`src/hdl/qrs_sqrt_cell.sv`:
```
module qrs_sqrt_cell #(
  parameter int RADW = 66,
  parameter int SW   = 33,
  parameter int SBW  = 85
) (
  input  logic                clk,
  input  logic                rst,
  input  logic                valid,
  input  logic [RADW-1:0]     rad,
  input  logic [SW+1:0]       rem,
  input  logic [SW-1:0]       root,
  input  logic [SBW-1:0]      sb,
  output logic                valid_fwd,
  output logic [RADW-1:0]     rad_fwd,
  output logic [SW+1:0]       rem_fwd,
  output logic [SW-1:0]       root_fwd,
  output logic [SBW-1:0]      sb_fwd
);

  localparam int RMW = SW + 2;

  logic [RMW+1:0] rem_sh;
  logic [RMW+1:0] trial;
  logic           ge;
  logic [RMW-1:0] rem_next;
  logic [SW-1:0]  root_next;

  // one root bit per cell, two radicand bits consumed
  always_comb begin
    rem_sh    = {rem, rad[RADW-1 -: 2]};
    trial     = (RMW+2)'({root, 2'b01});
    ge        = (rem_sh >= trial);
    rem_next  = ge ? RMW'(rem_sh - trial) : RMW'(rem_sh);
    root_next = {root[SW-2:0], ge};
  end

  always_ff @(posedge clk) begin
    if (rst) begin
      valid_fwd <= 1'b0;
    end else begin
      valid_fwd <= valid;
    end
  end

  always_ff @(posedge clk) begin
    rad_fwd  <= {rad[RADW-3:0], 2'b00};
    rem_fwd  <= rem_next;
    root_fwd <= root_next;
    sb_fwd   <= sb;
  end

endmodule

```
`config.mk`:
```
export PLATFORM = sky130hd
export DESIGN_NAME = qrs_sqrt_cell
export DESIGN_NICKNAME = d
export VERILOG_FILES = /design/src/hdl/qrs_sqrt_cell.sv
export SDC_FILE = /design/constraint.sdc
export NUM_CORES = 1
export LEC_CHECK = 0
export ABC_AREA = 1
export BUFFER_PORTS_ARGS = -buffer_cell sky130_fd_sc_hd__buf_2
export CORE_AREA = 4 4 168 170
export DETAILED_ROUTE_END_ITERATION = 7
export DIE_AREA = 0 0 172 174
export PLACE_DENSITY = 0.65
export SYNTH_ARGS = -nofsm -noshare
export SYNTH_HDL_FRONTEND = slang
export SYNTH_SLANG_ARGS = --single-unit
```
`constraint.sdc`:
```
create_clock -name clk -period 1.7 [get_ports clk]
set_input_delay 0.34 -clock clk [delete_from_list [all_inputs] [get_ports clk]]
set_output_delay 0.34 -clock clk [all_outputs]
set_load 0.005 [all_outputs]
```
* Word level (Yosys, flattened, before mapping)
Index checks and enable logic that the tools add are counted.
** Word-level totals
- Bits of input ports :: 222
- Bits in registers :: 218
- Output and inout port bits :: 220
** Operators by class
- Add/subtract/negate cells :: 1
- Order comparisons :: 1
- Muxes and demuxes :: 1
** Operators by type and width (number)
- 37-bit by 35-bit >= comparator with 1-bit output :: 1
- 35-bit 2-to-1 mux :: 1
- 35-bit subtractor :: 1

* Depth between registers and ports, before layout
Gate-level depths: netlist (run 1).
- Depth in word-level cells :: 2
- Gate-level depth with buffers :: 16

* Least setup slack after synthesis (run 1)
No wires, ideal clock.
- Path type :: input to register
- From :: input port root[0]
- To :: register rem_fwd[0]
- Slack :: -110 ps
- Data required time :: 1587 ps
- Arrival :: 1697 ps
- Stages :: 15
- Cell sequence :: inv_1 -> ha_1 -> buf_2 -> o21ai_1 -> nand2_2 -> nand2_1 -> nand2_2 -> nand2_1 -> nand3_2 -> nand2_2 -> nand2_1 -> nand2_4 -> buf_6 -> nand3_1 -> nand2_1
** On the way
- Longest elaborated chain between the ends :: 2
** Ends and longest elaborated chain
- start, declared :: RTL line 11 : input logic [SW-1:0] root,
- 37-bit by 35-bit >= comparator with 1-bit output :: RTL line 32 : ge = (rem_sh >= trial);
- 35-bit 2-to-1 mux :: RTL line 33 : rem_next = ge ? RMW'(rem_sh - trial) : RMW'(rem_sh);
- via rem_next[0] :: RTL line 25 : logic [RMW-1:0] rem_next;
- end signal, assigned :: RTL line 47 : rem_fwd <= rem_next;
- end, declared :: RTL line 15 : output logic [SW+1:0] rem_fwd,
The timed path passes the listed nets, and every way through them passes these cells.
A chain may end at the register's enable or synchronous reset.

* Final worst setup path (run 1)
- From :: input port root[16]
- To :: register rem_fwd[24]
** On the way
- Longest elaborated chain between the ends :: 2
- Elaborated cells on any way between the ends :: 3
- Classes of those cells :: 1 x add/sub; 1 x order compare; 1 x mux
** Ends and longest elaborated chain (RTL line)
- 35-bit subtractor / 37-bit by 35-bit >= comparator with 1-bit output (equally long branches) :: 33, 32
- 35-bit 2-to-1 mux * :: 33
- via rem_next[24] :: 25
The timed path passes the listed nets; every way through them passes the cells marked *.

==> impl_metrics.csv, run 1 <==
group,metric,value,unit
synth,ys_seq_area_frac,0.5691,
layout,drive_above_1_share,0.4844,
power_and_ir_drop,switchingPower,3.608,mW
power_and_ir_drop,power.leakage,7.881,nW
layout,mostFrequentLayoutCells,"buf_2 (431), dfxtp_1 (218), nand2_1 (192), dlygate4sd3_1 (179), buf_4 (159)",
global_route,grt_pass1_vias,9196,
global_route,antenna_found_initial,3,
clocking,cts.path.max_buffers,3,
power_and_ir_drop,power.total,13.68,mW
synth,synth-main-ff-cell,"dfxtp_1",
power_and_ir_drop,seqPwrFrac,0.411,
floorplanning,die_h,174,um
timing,fmax,590.3,MHz
timing,hold_viol_final,0,
layout,syn_to_final_growth,98.30,%
hold_path,min_to,"valid_fwd",
clocking,cts_made_buffers,23,
timing,finalSetupViolCount,0,
hold_path,hold_depth,2,
synth,synth_edf_count,0,
timing,fin_tns_setup,0,ns
timing,fin_ws,0.005924,ns
hold_path,min_path_type,"input pin to register",
hold_path,holdCritStartpoint,"rst",
timing,period_minus_slack,1.694,ns
timing,fin_crit_sh,0.9965,
clocking,clock-sinks,218,
placement,gp_congestion,0.8991,
global_route,grt_pass1_wl,48510,um
placement,io_buffers,439,
layout,layout_commonest_cell,"buf_2",
power_and_ir_drop,internal_power,10.07,mW
worst_setup_path,crit_path_start_kind,"input pin",
clocking,clk_pin_slew,0.06,ns
worst_setup_path,cp-end-kind,"register",
power_and_ir_drop,comb_power_share,0.233,
job,maxCapViolCount,0,
detailed_routing,dr.pass1.iters,4,
worst_setup_path,cp.arrival,2.10,ns
placement,place_area,12000,um^2
floorplanning,rows,60,
clocking,tritoncts,"yes",
synth,ys.warnings.count,0,
power_and_ir_drop,switching_share,0.2637,
worst_setup_path,worstPathRequired,2.10,ns
layout,instances_no_fill,2069,
synth,syn_inst,892,
timing,slew_violations,0,
floorplanning,core_area,26730,um^2
global_route,gr-total-overflow,0,
global_route,grt_max_degree,34,
floorplanning,dieArea,29930,um^2
synth,async_reset_ff_frac,0,
floorplanning,boundaryPins,442,
layout,fillCellCount,2299,
detailed_routing,drt_iter0_markers,411,
floorplanning,die_w,172,um
global_route,grt_usage,0.2048,
floorplanning,initial_core_util,0.2869,
detailed_routing,drtAntennaViolNets,0,
synth,syn_area,7669,um^2
placement,pre_cts_ws,-0.8204,ns
power_and_ir_drop,vdd.ir_drop.worst,0.7237,mV
detailed_routing,vias,8903,
synth,avgSynthCellArea,8.597,um^2
power_and_ir_drop,power.share.clock,0.356,
clocking,htree_levels,1,
placement,dp_cells,1826,
layout,final_area,15210,um^2
worst_setup_path,worstSetupPathType,"input pin to register",
clocking,root_buffer,"clkbuf_16",
synth,ys_types,32,
placement,dpl.hpwl,23970,um
run_status,status,"complete, no violations",
synth,synth_seq_cells,218,
detailed_routing,finalWirelength,33930,um
layout,finalNetCount,1968,
worst_setup_path,crit_fanout,7,
detailed_routing,vias_per_cell,4.303,
detailed_routing,drc_errors,0,
power_and_ir_drop,powerDensity,899.7,nW/um^2
detailed_routing,routedWlPerCell,16.40,um
through the flow:
stage / hold WS, ns / utilization
floorplan: 0.3677 / -
global placement: 0.4423 / 0.4491
detailed placement: 0.4436 / 0.4491
CTS: 0.002686 / 0.5458
global route: 0.02194 / 0.5690
finish: 0.02920 / 0.5690
layer usage:
layer | wire length (um) | global-route usage | vias up
met5 | 8 | 0 | -
met4 | 1124 | 0.06354 | 2
met3 | 2394 | 0.04753 | 90
met2 | 17590 | 0.3881 | 314
met1 | 12810 | 0.2216 | 4102
li1 | - | - | 4395
what timing repair did:
item | in CTS | in global routing
gates resized for setup | 7 | 122
cloned | 0 | 6
hold buffers | 179 | 0
setup buffers | 3 | 15
endpoints found under the hold margin | 179 | 0
pin swaps | 3 | 44
setup endpoints to repair | 35 | 35
cells in the mapped netlist, types with 2 or more instances:
cell	number	area, um^2
nand2_1	251	942.2
dfxtp_1	218	4364
inv_1	143	536.8
nand3_1	63	315.3
nor2_1	57	214.0
ha_1	35	437.9
a21oi_1	22	110.1
o21ai_1	17	85.08
xor2_1	16	140.1
nand3b_1	10	75.07
nor3_1	7	35.03
o21bai_1	7	52.55
buf_6	6	67.56
nor2_2	6	37.54
nand2_2	4	25.02
nand4_1	4	25.02
o21ai_0	4	20.02
a21oi_2	3	26.28
buf_4	3	22.52
nor4_1	3	18.77
clkinv_1	2	7.510
registers in the layout, indices dropped and copies added, names as in the netlist:
signal	cells
root_fwd	33
valid_fwd	1
sb_fwd	85
rem_fwd	35
rad_fwd	64
cells by family after synthesis:
kind of cell,Yosys count,synth area share
flops,218,0.5691
buf+inv,155,0.08337
compound gates,55,0.04030
fa+ha+maj,35,0.05711
other cells,1,0.0004890
simple gates,411,0.2302
xor+xnor,17,0.01942
power by group through the flow:
| stage | clock network (mW) | registers, mW | logic, mW |
|---|---|---|---|
| after CTS | 4.98 | 5.61 | 2.92 |
| after global routing | 5.21 | 5.66 | 3.45 |
| final | 4.87 | 5.63 | 3.18 |
| after floorplan | 0 | 5.78 | 1.04 |
| after detailed placement | 0 | 5.72 | 2.55 |
| after global placement | 0 | 5.71 | 2.52 |
cell type report:
type                       instances  area, um^2  area share
antenna                            2       5.005   0.0003291
clock buffer                      31       655.6     0.04311
clock inverter                     9       80.08    0.005266
inverter                         145       569.3     0.03744
multi-input combinational        520        3460      0.2275
sequential                       218        4364      0.2870
tap                              341       426.7     0.02806
timing repair buffer             803        5647      0.3713
worst max path at each step:
stage / slack (ns) / end / startpoint
after floorplan: -0.05 / rem_fwd[19] / root[0]
after global placement: -0.79 / rem_fwd[33] / root[16]
after detailed placement: -0.82 / rem_fwd[29] / root[16]
after CTS: -0.001 / rem_fwd[30] / root[25]
after global routing: -0.06 / rem_fwd[14] / root[16]
final: 0.006 / rem_fwd[24] / root[16]
worst max-delay path, stage by stage:
cell	delay, ns
buf_6	0.10
inv_6	0.06
ha_4	0.20
buf_6	0.12
nand2_2	0.05
nand2_2	0.06
nand2_2	0.09
nand2_4	0.06
a21oi_4	0.14
buf_6	0.12
nand2_1	0.06
nand2_2	0.07
nand4_4	0.13
clkbuf_16	0.20
buf_12	0.13
nand3_1	0.10
nand2_1	0.06
Power figures use the tool's default switching activity.
==> run 2: changes to the inputs <==
Settings changed: CAP_MARGIN from default to 15, GPL_ROUTABILITY_DRIVEN from default to 1, GPL_TIMING_DRIVEN from default to 0.
==> run 2 against run 1 <==
Sequential cell count did not move; final area fell by 9.7%; fmax rose by 4.1%; sequential power barely moved; combinational power fell by 18%; power fell by 4.7%; non-clock buffer count fell by 163; global-route usage fell by 0.83 points; sequential share of layout area rose by 3.1 points; critical path depth fell by 4; critical path type unchanged.
==> impl_metrics.csv, run 2 (synthesis results as in run 1) <==
group,metric,value,unit
layout,syn_to_final_growth,79.12,%
clocking,clock-sinks,218,
power_and_ir_drop,switchingPower,3.456,mW
timing,fin_ws,0.07334,ns
floorplanning,die_w,172,um
layout,drive_above_1_share,0.3954,
clocking,htree_levels,1,
floorplanning,core_area,26730,um^2
clocking,tritoncts,"yes",
global_route,antenna_found_initial,3,
clocking,clk_pin_slew,0.06,ns
hold_path,min_path_type,"input pin to register",
detailed_routing,drtAntennaViolNets,0,
layout,largest-register,"sb_fwd",
layout,regArea,4364,um^2
timing,finalSetupViolCount,0,
detailed_routing,dr.pass1.iters,5,
power_and_ir_drop,seqPwrFrac,0.431,
floorplanning,die_h,174,um
detailed_routing,dr_wl_met3,2151,um
global_route,gr-total-overflow,0,
global_route,grt_max_degree,14,
worst_setup_path,cp.arrival,2.09,ns
global_route,grt_pass1_vias,8484,
clocking,cts_made_buffers,23,
power_and_ir_drop,power.leakage,7.019,nW
power_and_ir_drop,comb_power_share,0.201,
floorplanning,initial_core_util,0.2869,
timing,slew_violations,0,
detailed_routing,drt_iter0_markers,383,
placement,gp_congestion,0.9140,
timing,fin_hold_ws,0.02281,ns
worst_setup_path,crit_fanout,10,
global_route,grt_usage,0.1965,
timing,period_minus_slack,1.627,ns
floorplanning,rows,60,
floorplanning,dieArea,29930,um^2
power_and_ir_drop,powerDensity,949.4,nW/um^2
power_and_ir_drop,switching_share,0.2650,
placement,dpl.hpwl,22870,um
detailed_routing,finalWirelength,31740,um
layout,largest_reg_flops,85,
detailed_routing,drc_errors,0,
detailed_routing,dr_wl_met2,16410,um
worst_setup_path,worstPathRequired,2.16,ns
power_and_ir_drop,vdd.ir_drop.worst,0.8275,mV
run_status,status,"complete, no violations",
power_and_ir_drop,power.share.clock,0.368,
detailed_routing,routedWlPerCell,16.65,um
detailed_routing,vias_per_cell,4.302,
timing,hold_viol_final,0,
detailed_routing,met1_length,12200,um
worst_setup_path,cp-end-kind,"register",
layout,finalNetCount,1806,
timing,fmax,614.8,MHz
worst_setup_path,worstSetupPathType,"input pin to register",
worst_setup_path,crit_path_start_kind,"input pin",
layout,layout_commonest_cell,"buf_2",
clocking,cts.path.max_buffers,3,
layout,final_area,13740,um^2
layout,mostFrequentLayoutCells,"buf_2 (438), nand2_1 (220), dfxtp_1 (218), dlygate4sd3_1 (182), inv_1 (133)",
power_and_ir_drop,power.total,13.04,mW
clocking,root_buffer,"clkbuf_16",
detailed_routing,vias,8203,
layout,top_regs,"sb_fwd x85, rad_fwd x64, rem_fwd x35",
global_route,grt_pass1_wl,46360,um
floorplanning,boundaryPins,442,
job,maxCapViolCount,0,
layout,fillCellCount,2453,
placement,pre_cts_ws,-0.6008,ns
detailed_routing,top_layer,"met4",
layout,postLayoutCoreUtil,0.5140,
power_and_ir_drop,internal_power,9.585,mW
layout,instances_no_fill,1907,
placement,place_area,10840,um^2
layout,multi_input_area,3381,um^2
timing,fin_crit_sh,0.9569,
placement,dp_cells,1673,
timing,fin_tns_setup,0,ns
placement,io_buffers,439,
[run 2: final timing paths]
check           to  cells after the start  slack, ns      from
max    rem_fwd[18]                     13       0.07  root[16]
min    root_fwd[1]                      1       0.02   root[0]
[run 2: worst max-delay path, cell delays in order]
cell,delay (ns)
buf_2,0.10
inv_1,0.11
ha_4,0.24
nand2_2,0.10
nor2_2,0.06
nand2_1,0.16
nor2_4,0.06
nand3_1,0.08
nand2_1,0.08
nor3_4,0.34
buf_6,0.25
nand3_2,0.08
nand2_1,0.08
[run 2: what timing repair did]
item / 4_1_cts / 5_1_grt
endpoints found under the hold margin: 181 / 0
setup buffers: 0 / 6
endpoints found under the setup margin: 11 / 34
pin swaps: 2 / 10
cloned: 0 / 4
hold buffers: 182 / 0
resized for setup: 3 / 48
[run 2: final cells by class]
type,instances,area share
Sequential cell,218,0.3177
Timing Repair Buffer,630,0.3024
Multi-Input combinational cell,521,0.2461
Clock buffer,29,0.04573
Inverter,145,0.04054
Tap cell,341,0.03106
Buffer,10,0.008836
Clock inverter,10,0.007014
Antenna cell,3,0.0005465
[run 2: power groups by stage]
stage	sequential (mW)	clock, mW	combinational, mW
after floorplan	5.78	0	1.04
after global placement	5.70	0	2.14
after detailed placement	5.71	0	2.16
after CTS	5.61	4.92	2.51
after global routing	5.65	5.12	2.87
final	5.61	4.80	2.62
[run 2: routing by layer]
layer | global-route usage | vias to the layer above
li1 | - | 4073
met1 | 0.2178 | 3783
met2 | 0.3630 | 286
met3 | 0.04753 | 61
met4 | 0.06518 | 0
met5 | 0 | -
