**config.mk**
```make
export PLATFORM = sky130hd
export DESIGN_NAME = qrs_div_cell
export DESIGN_NICKNAME = d
export VERILOG_FILES = /design/src/hdl/qrs_div_cell.sv
export SDC_FILE = /design/constraint.sdc
export NUM_CORES = 1
export LEC_CHECK = 0
export BUFFER_PORTS_ARGS = -buffer_cell sky130_fd_sc_hd__buf_4
export CAP_MARGIN = 20
export CORE_AREA = 2 2 126 128
export CTS_CLUSTER_SIZE = 14
export DETAILED_ROUTE_END_ITERATION = 16
export DIE_AREA = 0 0 128 130
export HOLD_SLACK_MARGIN = 0.03
export PLACE_DENSITY = 0.68
export SKIP_CTS_REPAIR_TIMING = 1
export SYNTH_ARGS = -nofsm -noshare
export SYNTH_HDL_FRONTEND = slang
export SYNTH_SLANG_ARGS = --single-unit
```
**constraint.sdc**
```tcl
create_clock -name clk -period 4.45 [get_ports clk]
set_input_delay 0.2225 -clock clk [delete_from_list [all_inputs] [get_ports clk]]
set_output_delay 0.2225 -clock clk [all_outputs]
set_load 0.03 [all_outputs]
```
**src/hdl/qrs_div_cell.sv**
```systemverilog
module qrs_div_cell #(
  parameter int NW  = 35,
  parameter int DMW = 17,
  parameter int SBW = 39
) (
  input  logic             clk,
  input  logic             rst,
  input  logic             valid,
  input  logic [DMW-1:0]   den,
  input  logic [NW-1:0]    nq1,
  input  logic [DMW-1:0]   r1,
  input  logic [NW-1:0]    nq2,
  input  logic [DMW-1:0]   r2,
  input  logic [SBW-1:0]   sb,
  output logic             valid_fwd,
  output logic [DMW-1:0]   den_fwd,
  output logic [NW-1:0]    nq1_fwd,
  output logic [DMW-1:0]   r1_fwd,
  output logic [NW-1:0]    nq2_fwd,
  output logic [DMW-1:0]   r2_fwd,
  output logic [SBW-1:0]   sb_fwd
);

  logic [DMW:0] t1;
  logic [DMW:0] t2;
  logic [DMW:0] den_x;
  logic         ge1;
  logic         ge2;

  // restoring step: numerator bits shift out the top, quotient bits shift in below
  always_comb begin
    den_x = {1'b0, den};
    t1    = {r1, nq1[NW-1]};
    t2    = {r2, nq2[NW-1]};
    ge1   = (t1 >= den_x);
    ge2   = (t2 >= den_x);
  end

  always_ff @(posedge clk) begin
    if (rst) begin
      valid_fwd <= 1'b0;
    end else begin
      valid_fwd <= valid;
    end
  end

  always_ff @(posedge clk) begin
    den_fwd <= den;
    r1_fwd  <= ge1 ? DMW'(t1 - den_x) : DMW'(t1);
    r2_fwd  <= ge2 ? DMW'(t2 - den_x) : DMW'(t2);
    nq1_fwd <= {nq1[NW-2:0], ge1};
    nq2_fwd <= {nq2[NW-2:0], ge2};
    sb_fwd  <= sb;
  end

endmodule

```
[After elaboration in Yosys (flattened, before gate mapping)]
Index checks and enable logic that the tools add are counted.
Cells by class
  add/subtract/negate cells: 2
  magnitude comparators: 2
  mux-type cells: 2
Operators by type and width (count)
  18-bit by 17-bit greater-or-equal comparator with 1-bit output: 2
  17-bit 2-to-1 mux: 2
  17-bit subtractor: 2
Word-level totals
  flip-flop bits (word level): 161

[Longest topological paths before layout]
Gate-level depths: netlist (run 1).
  depth in word-level cells: 2
  gate-level depth with buffers: 11
  mapped depth without buffers: 10

[Worst setup path before layout (run 1)]
Ideal clock, no wire load.
  path type: input-to-reg
  start point: in nq1[34]
  end point: reg r1_fwd[12]
  library setup time: 121 ps
  arrival: 2114 ps
  path slack: 2214 ps
  stages on the path: 10
  buffers on the path: 1
  cells stage by stage: inv_1 ha_1 inv_1 fa_1 a21o_1 a221oi_2 a2111o_1 nand3_1 buf_2 mux2_4
On the way
  word-level cells in the longest chain between the ends: 2
  elaborated cells between the ends (all ways): 3
  classes of those cells: 1 x add/sub; 1 x order compare; 1 x mux
RTL lines
  start, declared: RTL line 10  | input logic [NW-1:0] nq1,
  17-bit subtractor or 18-bit by 17-bit greater-or-equal comparator with 1-bit output (tied branches): RTL line 49, 35
  17-bit 2-to-1 mux (*): RTL line 49  | r1_fwd <= ge1 ? DMW'(t1 - den_x) : DMW'(t1);
  end signal, assigned: RTL line 49
  end, declared: RTL line 18  | output logic [DMW-1:0] r1_fwd,
Mark *: on every way between the ends. The rest lies on a longest branch, timed or not.
A chain may end at the register's enable or synchronous reset.

[Final worst setup path (run 1)]
  start point: in den[0]
  end point: reg r1_fwd[1]
On the way
  word-level cells in the longest chain between the ends: 2
  elaborated cells between the ends (all ways): 3
  classes of those cells: 1 x add/sub; 1 x order compare; 1 x mux
RTL lines
  start, declared: RTL line 9  | input logic [DMW-1:0] den,
  17-bit subtractor or 18-bit by 17-bit greater-or-equal comparator with 1-bit output (tied branches): RTL line 49, 35
  17-bit 2-to-1 mux (*): RTL line 49
Marked as above.

==> flow_metrics.py, run 1 <==
metrics = {
    "sta": {
        "finalSetupTns_ns": 0,
        "timing.final.crit_share_pct": 63.78,
        "finalSetupViolCount": 0,
        "final-hold-violation-count": 0,
        "fin_crit_ns": 2.838,
        "fmax_ghz": 0.3523,
        "drv_slew": 0,
        "slew_headroom_pct": 69.20,
        "worstMarginPinSlew_ns": 0.4577,
        "rsz0062_at_grt": "false",
    },
    "synthesis": {
        "synth-seq-cells": 161,
        "synth_area_um2": 5408,
        "synth_xor_xnor_area_share_pct": 4.049,
        "ys_seq_area_share_pct": 59.60,
        "synth_edf_count": 0,
        "yosysTopAreaCell": "dfxtp_1",
        "synth_fp_nets": 677,
        "syn-instance-count": 478,
        "yosys.cell_types.count": 53,
        "syn_avg_cell_area_um2": 11.31,
        "synth_top_family_by_area": "compound AO/OA/AOI/OAI gates",
        "yosysTopAreaCellShare_pct": 59.60,
        "synth-compound-area-share_pct": 13.60,
        "synth_fa_ha_area_share_pct": 8.607,
        "synthSimpleGateAreaFrac_pct": 7.705,
        "synthMuxAreaShare_pct": 3.355,
        "synth_flop_cell": "dfxtp_1",
        "ys_async_sr_fraction_pct": 0,
        "synth_area_leaders": "dfxtp_1, ha_1, a21oi_1",
        "yosysWarnings": 0,
    },
    "routing": {
        "drt_iter0_markers": 334,
        "vias_per_cell": 4.666,
        "wl_met3_mm": 1.321,
        "wl_met2_mm": 10.27,
        "num_vias": 5319,
        "drt_wl_total_mm": 20.58,
        "wl_per_cell_um": 18.05,
        "detail_route.first_pass.iterations": 4,
        "antenna_left": 0,
        "dr.max_layer_used": "met4",
        "met1_length_mm": 8.493,
        "route.detailed.drc": 0,
    },
    "power": {
        "p_total_mw": 4.154,
        "ir_drop_uv": 286.9,
        "power.share.clock_pct": 35.6,
        "switchingPower_mw": 1.262,
        "pwr-share-seq_pct": 38.9,
        "p_leak_nw": 4.707,
        "p_per_area_nw_per_um2": 420.6,
        "intPower_mw": 2.892,
        "p_sw_share_pct": 30.39,
        "pwr-share-comb_pct": 25.5,
    },
    "floorplan": {
        "die-area_um2": 16640,
        "dieWidth_um": 128,
        "fp.coreArea_um2": 15420,
        "die_height_um": 130,
        "start_util_pct": 35.06,
        "ios": 324,
        "rows": 46,
    },
    "global_routing": {
        "grt_max_degree": 27,
        "antenna_found_initial": 0,
        "grt_pass1_vias": 4518,
        "overflow": 0,
        "grt_use_total_pct": 20.28,
        "grt_pass1_wl_mm": 24.98,
    },
    "clock_tree": {
        "root_buffer": "clkbuf_16",
        "h-tree-depth": 4,
        "clock-sinks": 161,
        "cts_buffers": 17,
        "clock_path_buffers": 2,
        "cts_tree": "built",
        "cts.clk_slew.worst_paths_ns": 0.07,
    },
    "hold_path": {
        "min_to": "r2_fwd[5]$_DFF_P_",
        "worstHoldPathCells": 2,
        "holdCritPathClass": "in2reg",
        "hold_start": "r2[4]",
    },
    "placed_design": {
        "place_area_um2": 8023,
        "dp_hpwl_mm": 14.27,
        "gp_congestion": 0.8237,
        "io_buffers": 323,
    },
    "setup_path": {
        "crit_path_max_fanout": 26,
        "cpMostUsedCell": "buf_4",
        "critPathBufInv": 4,
        "required_ns": 4.76,
        "endpoint_kind": "register",
        "criticalPathCategory": "in2reg",
        "cp_slowest_cell": "dlygate4sd3_1",
        "worstPathArrival_ns": 3.15,
        "path_delay_family": "buffers and inverters",
        "worstPathCellList": "dlygate4sd3_1 -> buf_4 -> ha_1 -> inv_1 -> fa_1 -> a21o_1 -> a221oi_2 -> a2111o_1 -> nand3_1 -> buf_4 -> mux2_2",
        "critPathMaxStageDelay_ns": 0.52,
        "critPathLaunchType": "primary input",
    },
    "run_status": {
        "status": "finished, final reports clean",
    },
    "final_layout": {
        "design_area_um2": 9876,
        "final_cell_mix": "buf_4, dfxtp_1, dlygate4sd3_1",
        "fin_nets": 1135,
        "syn_to_final_growth_pct": 82.62,
        "drive_above_1_share_pct": 39.66,
        "antennaDiodeCount": 0,
        "final_common_cell": "buf_4",
    },
    "flow_run": {
        "maxCapViolations": 0,
    },
}
==> Yosys cell counts (all sizes together) (2+ instances only) <==
cell     count
dfxtp      161
nor2        31
o211ai       2
nand3        7
or3          4
nand4        8
a221oi       2
o2111ai      2
o21a         5
clkbuf       4
inv         27
nand2b       2
nand3b       2
and3         3
a21boi       3
o21bai       4
o21ai       12
o311ai       2
nor4         2
xor2         7
a31o         2
nor3         9
fa           2
a31oi        4
nand2       17
a211oi       4
nor2b        2
a21o        13
a21oi       47
a22oi        2
xnor2       18
ha          34
buf          8
mux2        14
mux2i        2
==> layout make-up <==
| cell class | instances | area (um^2) |
|---|---|---|
| sequential | 161 | 3223 |
| clock inverter | 14 | 166.4 |
| fill | 1191 | 5549 |
| multi-input combinational | 278 | 2018 |
| timing repair buffer | 451 | 3701 |
| inverter | 27 | 101.3 |
| clock buffer | 17 | 425.4 |
| tap | 192 | 240.2 |
==> metrics by stage <==
| step | setup WS (ns) | utilization, % | cells | hold slack (ns) |
|---|---|---|---|---|
| floorplan | 2.214 | - | 478 | 0.2502 |
| global placement | 1.777 | 52.01 | 983 | 0.3268 |
| detailed placement | 1.706 | 52.01 | 983 | 0.3279 |
| CTS | 2.153 | 55.85 | 1014 | -0.1217 |
| global route | 1.500 | 64.03 | 1140 | 0.03309 |
| finish | 1.612 | 64.03 | 1140 | 0.04240 |
==> sequential cells by signal, summed over array words and instances, names as in the netlist <==
name and count:
sb_fwd 39, nq2_fwd 35, valid_fwd 1, den_fwd 17, nq1_fwd 35, r2_fwd 17
r1_fwd 17
==> per-layer routing <==
layer | track usage, % | vias to the layer above
li1 | - | 2594
met1 | 23.60 | 2469
met2 | 33.88 | 219
met3 | 8.118 | 37
met4 | 7.563 | 0
met5 | 0 | -
==> power groups by stage <==
stage / Sequential, mW / Clock (mW) / Combinational, mW
detailed placement: 1.64 / 0 / 0.956
global route: 1.62 / 1.57 / 1.13
finish: 1.61 / 1.48 / 1.06
CTS: 1.61 / 1.50 / 0.960
global placement: 1.64 / 0 / 0.951
floorplan: 1.90 / 0 / 0.292
==> how the worst max path moves through the flow <==
stage	to	depth (start not counted)	slack, ns	startpoint
floorplan	r1_fwd[12]$_DFF_P_	10	2.21	nq1[34]
global placement	r1_fwd[1]$_DFF_P_	10	1.78	den[0]
detailed placement	r1_fwd[4]$_DFF_P_	11	1.71	nq1[34]
CTS	r1_fwd[1]$_DFF_P_	11	2.15	nq1[34]
global route	r1_fwd[1]$_DFF_P_	11	1.50	den[0]
finish	r1_fwd[1]$_DFF_P_	11	1.61	den[0]
==> cells by family (layout without fill, tap and decap cells) <==
group | after synthesis | count (layout)
DFF | 161 | 161
AOI/OAI and AO/OA | 113 | 113
adders and majority gates | 36 | 36
and+or+nand+nor | 88 | 88
xor gates and xnor gates | 25 | 25
muxes | 16 | 16
buffers and inverters | 39 | 509
Note: power is estimated with default switching activity, not from simulation.
==> run 2, diff against run 1 <==
--- a/config.mk
+++ b/config.mk
@@ -5,6 +5,7 @@
 export SDC_FILE = /design/constraint.sdc
 export NUM_CORES = 1
 export LEC_CHECK = 0
+export ABC_AREA = 1
 export BUFFER_PORTS_ARGS = -buffer_cell sky130_fd_sc_hd__buf_4
 export CAP_MARGIN = 20
 export CORE_AREA = 2 2 126 128
@@ -12,7 +13,7 @@
 export DETAILED_ROUTE_END_ITERATION = 16
 export DIE_AREA = 0 0 128 130
 export HOLD_SLACK_MARGIN = 0.03
-export PLACE_DENSITY = 0.68
+export PLACE_DENSITY = 0.72
 export SKIP_CTS_REPAIR_TIMING = 1
 export SYNTH_ARGS = -nofsm -noshare
 export SYNTH_HDL_FRONTEND = slang
==> constraint.sdc (replaced) <==
create_clock -name clk -period 2.9 [get_ports clk]
set_input_delay 0.145 -clock clk [delete_from_list [all_inputs] [get_ports clk]]
set_output_delay 0.145 -clock clk [all_outputs]
set_load 0.03 [all_outputs]
==> flow_metrics.py, run 2 <==
metrics = {
    "run_status": {
        "status": "finished with violations",
        "violations": "negative hold slack",
    },
    "clock_tree": {
        "clock_path_buffers": 2,
        "clock-sinks": 161,
        "root_buffer": "clkbuf_16",
        "cts.clk_slew.worst_paths_ns": 0.07,
        "h-tree-depth": 4,
        "cts_buffers": 17,
        "cts_tree": "built",
    },
    "routing": {
        "antenna_left": 0,
        "route.detailed.drc": 0,
        "met1_length_mm": 8.742,
        "drt_iter0_markers": 189,
        "vias_per_cell": 4.521,
        "wl_met2_mm": 12.29,
        "detail_route.first_pass.iterations": 5,
        "drt_wl_total_mm": 23.07,
        "wl_per_cell_um": 16.03,
        "num_vias": 6505,
        "dr.max_layer_used": "met4",
        "wl_met3_mm": 1.309,
    },
    "floorplan": {
        "rows": 46,
        "ios": 324,
        "dieWidth_um": 128,
        "start_util_pct": 39.20,
        "die-area_um2": 16640,
        "fp.coreArea_um2": 15420,
        "die_height_um": 130,
    },
    "final_layout": {
        "fin_nets": 1434,
        "final_cell_mix": "buf_4, nand2_1, dfxtp_1",
        "largest_reg_flops": 39,
        "top_register": "sb_fwd",
        "drive_above_1_share_pct": 29.99,
        "syn_to_final_growth_pct": 79.53,
        "design_area_um2": 10850,
        "largest_registers": "sb_fwd: 39 flops, nq1_fwd: 35 flops, nq2_fwd: 35 flops",
        "antennaDiodeCount": 0,
        "final_common_cell": "buf_4",
    },
    "placed_design": {
        "io_buffers": 323,
        "place_area_um2": 8673,
        "gp_congestion": 0.8703,
        "dp_hpwl_mm": 15.63,
    },
    "sta": {
        "slew_headroom_pct": 72.13,
        "final-hold-violation-count": 1,
        "worstMarginPinSlew_ns": 0.4167,
        "fmax_ghz": 0.4607,
        "finalSetupViolCount": 0,
        "fin_crit_ns": 2.170,
        "hold_slack_ns": -0.006694,
        "rsz0062_at_grt": "false",
        "finalSetupTns_ns": 0,
        "timing.final.crit_share_pct": 74.84,
        "drv_slew": 0,
    },
    "global_routing": {
        "grt_use_total_pct": 22.33,
        "grt_max_degree": 19,
        "grt_pass1_wl_mm": 28.18,
        "overflow": 0,
        "grt_pass1_vias": 5525,
        "antenna_found_initial": 0,
    },
    "setup_path": {
        "path_delay_family": "simple AND/OR/NAND/NOR gates",
        "cpMostUsedCell": "nand2_1",
        "worstPathArrival_ns": 2.49,
        "worstPathCellList": "dlygate4sd3_1 -> buf_4 -> inv_1 -> ha_1 -> inv_1 -> fa_1 -> nand2_1 -> nand2_1 -> nand3_1 -> nand2_2 -> nand2_1 -> nand2_2 -> nand2_4 -> nand2_4 -> nand2_1 -> nand2_1",
        "critPathMaxStageDelay_ns": 0.54,
        "critPathBufInv": 4,
        "cp_slowest_cell": "dlygate4sd3_1",
        "required_ns": 3.22,
        "critPathLaunchType": "primary input",
        "criticalPathCategory": "in2reg",
        "endpoint_kind": "register",
        "crit_path_max_fanout": 18,
    },
    "synthesis": {
        "synth_area_leaders": "dfxtp_1, nand2_1, inv_1",
        "syn_avg_cell_area_um2": 8.181,
        "synth_fp_nets": 938,
        "synth_edf_count": 0,
        "yosysTopAreaCell": "dfxtp_1",
        "synth_flop_cell": "dfxtp_1",
        "synth-seq-cells": 161,
        "yosysWarnings": 0,
        "synth_common_cells": "nand2_1, dfxtp_1, inv_1",
        "yosysTopAreaCellShare_pct": 53.31,
        "syn-instance-count": 739,
        "yosys.cell_types.count": 29,
        "ys_seq_area_share_pct": 53.31,
        "synth_area_um2": 6046,
        "ys_async_sr_fraction_pct": 0,
        "yosysMostFrequentCell": "nand2_1",
    },
    "flow_run": {
        "maxCapViolations": 0,
    },
    "power": {
        "ir_drop_uv": 416.8,
        "p_per_area_nw_per_um2": 589.7,
        "p_leak_nw": 5.856,
    },
    "hold_path": {
        "holdCritPathClass": "in2reg",
    },
}
-- run 2: cell types whose count changed after synthesis, sizes merged, moves of 11 or more --
cell and change:
a21o -13, a21oi -27, inv +95, mux2 -14, nand2 +254, nand3 +55, o21ai -11, xnor2 -17
-- run 2: power breakdown --
| part | internal, mW | leakage [nW] | switching, mW | total (mW) |
|---|---|---|---|---|
| Clock | 1.29 | 0.285 | 0.986 | 2.28 |
| Combinational | 0.706 | 4.21 | 0.956 | 1.66 |
| Sequential | 2.40 | 1.36 | 0.0606 | 2.46 |
| Total | 4.40 | 5.86 | 2.00 | 6.40 |
-- run 2: cell type report --
cell class,instances,area (um^2)
fillers,1189,4571
repair buffers,484,4031
flip-flops and latches,161,3223
multi-input cells,449,2312
inverters,122,457.9
clock buffers,17,425.4
well taps,192,240.2
clock inverters,14,163.9
-- run 2: metrics by stage --
stage          worst slack (ns)  util [%]  cells  total power, mW  hold WS, ns
4_1_cts                   1.304     60.05   1280            6.228      -0.1982
2_1_floorplan             1.209         -    739            3.345       0.1727
6_report                 0.7296     70.37   1439            6.401    -0.006694
5_1_grt                  0.5223     70.37   1439            6.668      0.04265
3_3_place_gp             0.9140     56.23   1249            3.945       0.2493
3_5_place_dp             0.8575     56.23   1249            3.961       0.2505
-- run 2: logic make-up after synthesis --
kind of cell | share of synthesized area (%)
AND/OR/NAND/NOR | 26.59
AO/OA/AOI/OAI | 1.925
adder cells (fa/ha/maj) | 7.699
flip-flops | 53.31
buffers and inverters | 8.444
XOR/XNOR | 2.028
-- run 2: final timing paths --
path     from                end  cells past startpoint
min     r2[8]  r2_fwd[9]$_DFF_P_                      3
max   nq1[34]  r1_fwd[4]$_DFF_P_                     16
-- run 2: per-layer routing --
metal | global-route usage [%] | up-vias
li1 | - | 3249
met1 | 24.03 | 2965
met2 | 42.59 | 231
met3 | 5.904 | 60
met4 | 7.240 | 0
met5 | 0 | -
==> run 3, diff against run 2 <==
--- a/config.mk
+++ b/config.mk
@@ -8,12 +8,12 @@
 export ABC_AREA = 1
 export BUFFER_PORTS_ARGS = -buffer_cell sky130_fd_sc_hd__buf_4
 export CAP_MARGIN = 20
-export CORE_AREA = 2 2 126 128
+export CORE_MARGIN = 2
+export CORE_UTILIZATION = 40
 export CTS_CLUSTER_SIZE = 14
 export DETAILED_ROUTE_END_ITERATION = 16
-export DIE_AREA = 0 0 128 130
 export HOLD_SLACK_MARGIN = 0.03
-export PLACE_DENSITY = 0.72
+export PLACE_DENSITY = 0.76
 export SKIP_CTS_REPAIR_TIMING = 1
 export SYNTH_ARGS = -nofsm -noshare
 export SYNTH_HDL_FRONTEND = slang
==> constraint.sdc (replaced) <==
create_clock -name clk -period 1.8 [get_ports clk]
set_input_delay 0.09 -clock clk [delete_from_list [all_inputs] [get_ports clk]]
set_output_delay 0.09 -clock clk [all_outputs]
set_load 0.03 [all_outputs]
==> flow_metrics.py, run 3 (synthesis gave the netlist of run 2 again) <==
metrics = {
    "sta": {
        "worstMarginPinSlew_ns": 0.2866,
        "drv_slew": 0,
        "finalSetupViolCount": 0,
        "finalSetupTns_ns": 0,
        "fmax_ghz": 0.5964,
        "fin_crit_ns": 1.677,
        "rsz0062_at_grt": "false",
        "slew_headroom_pct": 80.89,
        "final-hold-violation-count": 0,
        "timing.final.crit_share_pct": 93.16,
    },
    "clock_tree": {
        "clock-sinks": 161,
        "clock_path_buffers": 2,
        "h-tree-depth": 4,
        "cts.clk_slew.worst_paths_ns": 0.07,
        "cts_buffers": 17,
        "root_buffer": "clkbuf_16",
        "cts_tree": "built",
    },
    "floorplan": {
        "die-area_um2": 16110,
        "die_height_um": 126.9,
        "rows": 44,
        "fp.coreArea_um2": 14640,
        "ios": 324,
        "start_util_pct": 41.29,
        "dieWidth_um": 126.9,
    },
    "final_layout": {
        "largest_registers": "sb_fwd: 39 flops, nq1_fwd: 35 flops, nq2_fwd: 35 flops",
        "syn_to_final_growth_pct": 81.79,
        "largest_reg_flops": 39,
        "drive_above_1_share_pct": 30.85,
        "final_cell_mix": "buf_4, nand2_1, dfxtp_1",
        "final_common_cell": "buf_4",
        "top_register": "sb_fwd",
        "fin_nets": 1450,
        "postLayoutCoreUtil_pct": 75.05,
    },
    "flow_run": {
        "maxCapViolations": 0,
    },
    "setup_path": {
        "crit_path_max_fanout": 18,
        "worstPathArrival_ns": 2.00,
        "critPathLaunchType": "primary input",
        "required_ns": 2.12,
        "criticalPathCategory": "in2reg",
        "endpoint_kind": "register",
    },
    "routing": {
        "drt_wl_total_mm": 23.13,
        "route.detailed.drc": 0,
        "vias_per_cell": 4.590,
        "wl_per_cell_um": 15.96,
        "drt_iter0_markers": 236,
        "detail_route.first_pass.iterations": 6,
        "num_vias": 6651,
        "antenna_left": 0,
    },
    "placed_design": {
        "io_buffers": 323,
        "gp_congestion": 0.8825,
        "dp_hpwl_mm": 15.51,
    },
    "global_routing": {
        "antenna_found_initial": 1,
        "grt_pass1_vias": 5691,
        "grt_use_total_pct": 23.03,
        "grt_max_degree": 19,
        "grt_pass1_wl_mm": 28.68,
        "overflow": 0,
    },
    "power": {
        "p_per_area_nw_per_um2": 937.0,
        "p_leak_nw": 5.947,
        "ir_drop_uv": 794.6,
    },
    "hold_path": {
        "holdCritPathClass": "in2reg",
    },
    "run_status": {
        "status": "finished, final reports clean",
    },
}
## run 3: worst max-delay path, cell delays in order
cell and delay, ns:
dlygate4sd3_1 0.53, buf_4 0.14, ha_1 0.29, nand2_1 0.13
inv_1 0.07, nand3_1 0.08, a21oi_2 0.05, nor3_4 0.23
nand2_4 0.19, nand2_1 0.12, nand2_1 0.05
## run 3: power breakdown
part / internal, mW / switching (mW) / leakage, nW / total [mW]
sequential: 3.87 / 0.0984 / 1.36 / 3.96
combinational: 1.17 / 1.54 / 4.29 / 2.71
clock: 1.98 / 1.65 / 0.295 / 3.63
## run 3: layout make-up
| class | count | area [um^2] |
|---|---|---|
| sequential | 161 | 3223 |
| clock buffer | 17 | 425.4 |
| timing repair buffer | 500 | 4167 |
| tap | 184 | 230.2 |
| clock inverter | 15 | 172.7 |
| multi-input combinational | 449 | 2312 |
| inverter | 122 | 457.9 |
| antenna | 1 | 2.502 |
| fill | 1054 | 3654 |
## run 3: final timing paths
path	startpoint	end	slack (ns)	cells after the start
setup / recovery	r2[13]	r2_fwd[3]$_DFF_P_	0.12	11
hold / removal	r1[0]	r1_fwd[1]$_DFF_P_	0.04	4
## run 3: layer usage
metal / vias to the layer above / global-route usage (%) / part of all wire, %
li1: 3282 / - / -
met1: 3072 / 24.78 / 37
met2: 258 / 44.02 / 55
met3: 39 / 6.411 / 6.2
met4: 0 / 6.141 / 2.0
met5: - / 0 / 0
## run 3: through the flow
step	power (mW)	setup WS, ns	hold WS (ns)	cell area [um^2]	std cells
2_1_floorplan	5.389	0.1642	0.1177	6046	739
6_report	10.30	0.1232	0.04303	10990	1449
4_1_cts	10.02	0.4382	-0.2596	9387	1288
3_5_place_dp	6.412	-0.01586	0.1955	8788	1256
3_3_place_gp	6.378	0.01980	0.1943	8788	1256
5_1_grt	10.74	0.002122	0.05398	10990	1449
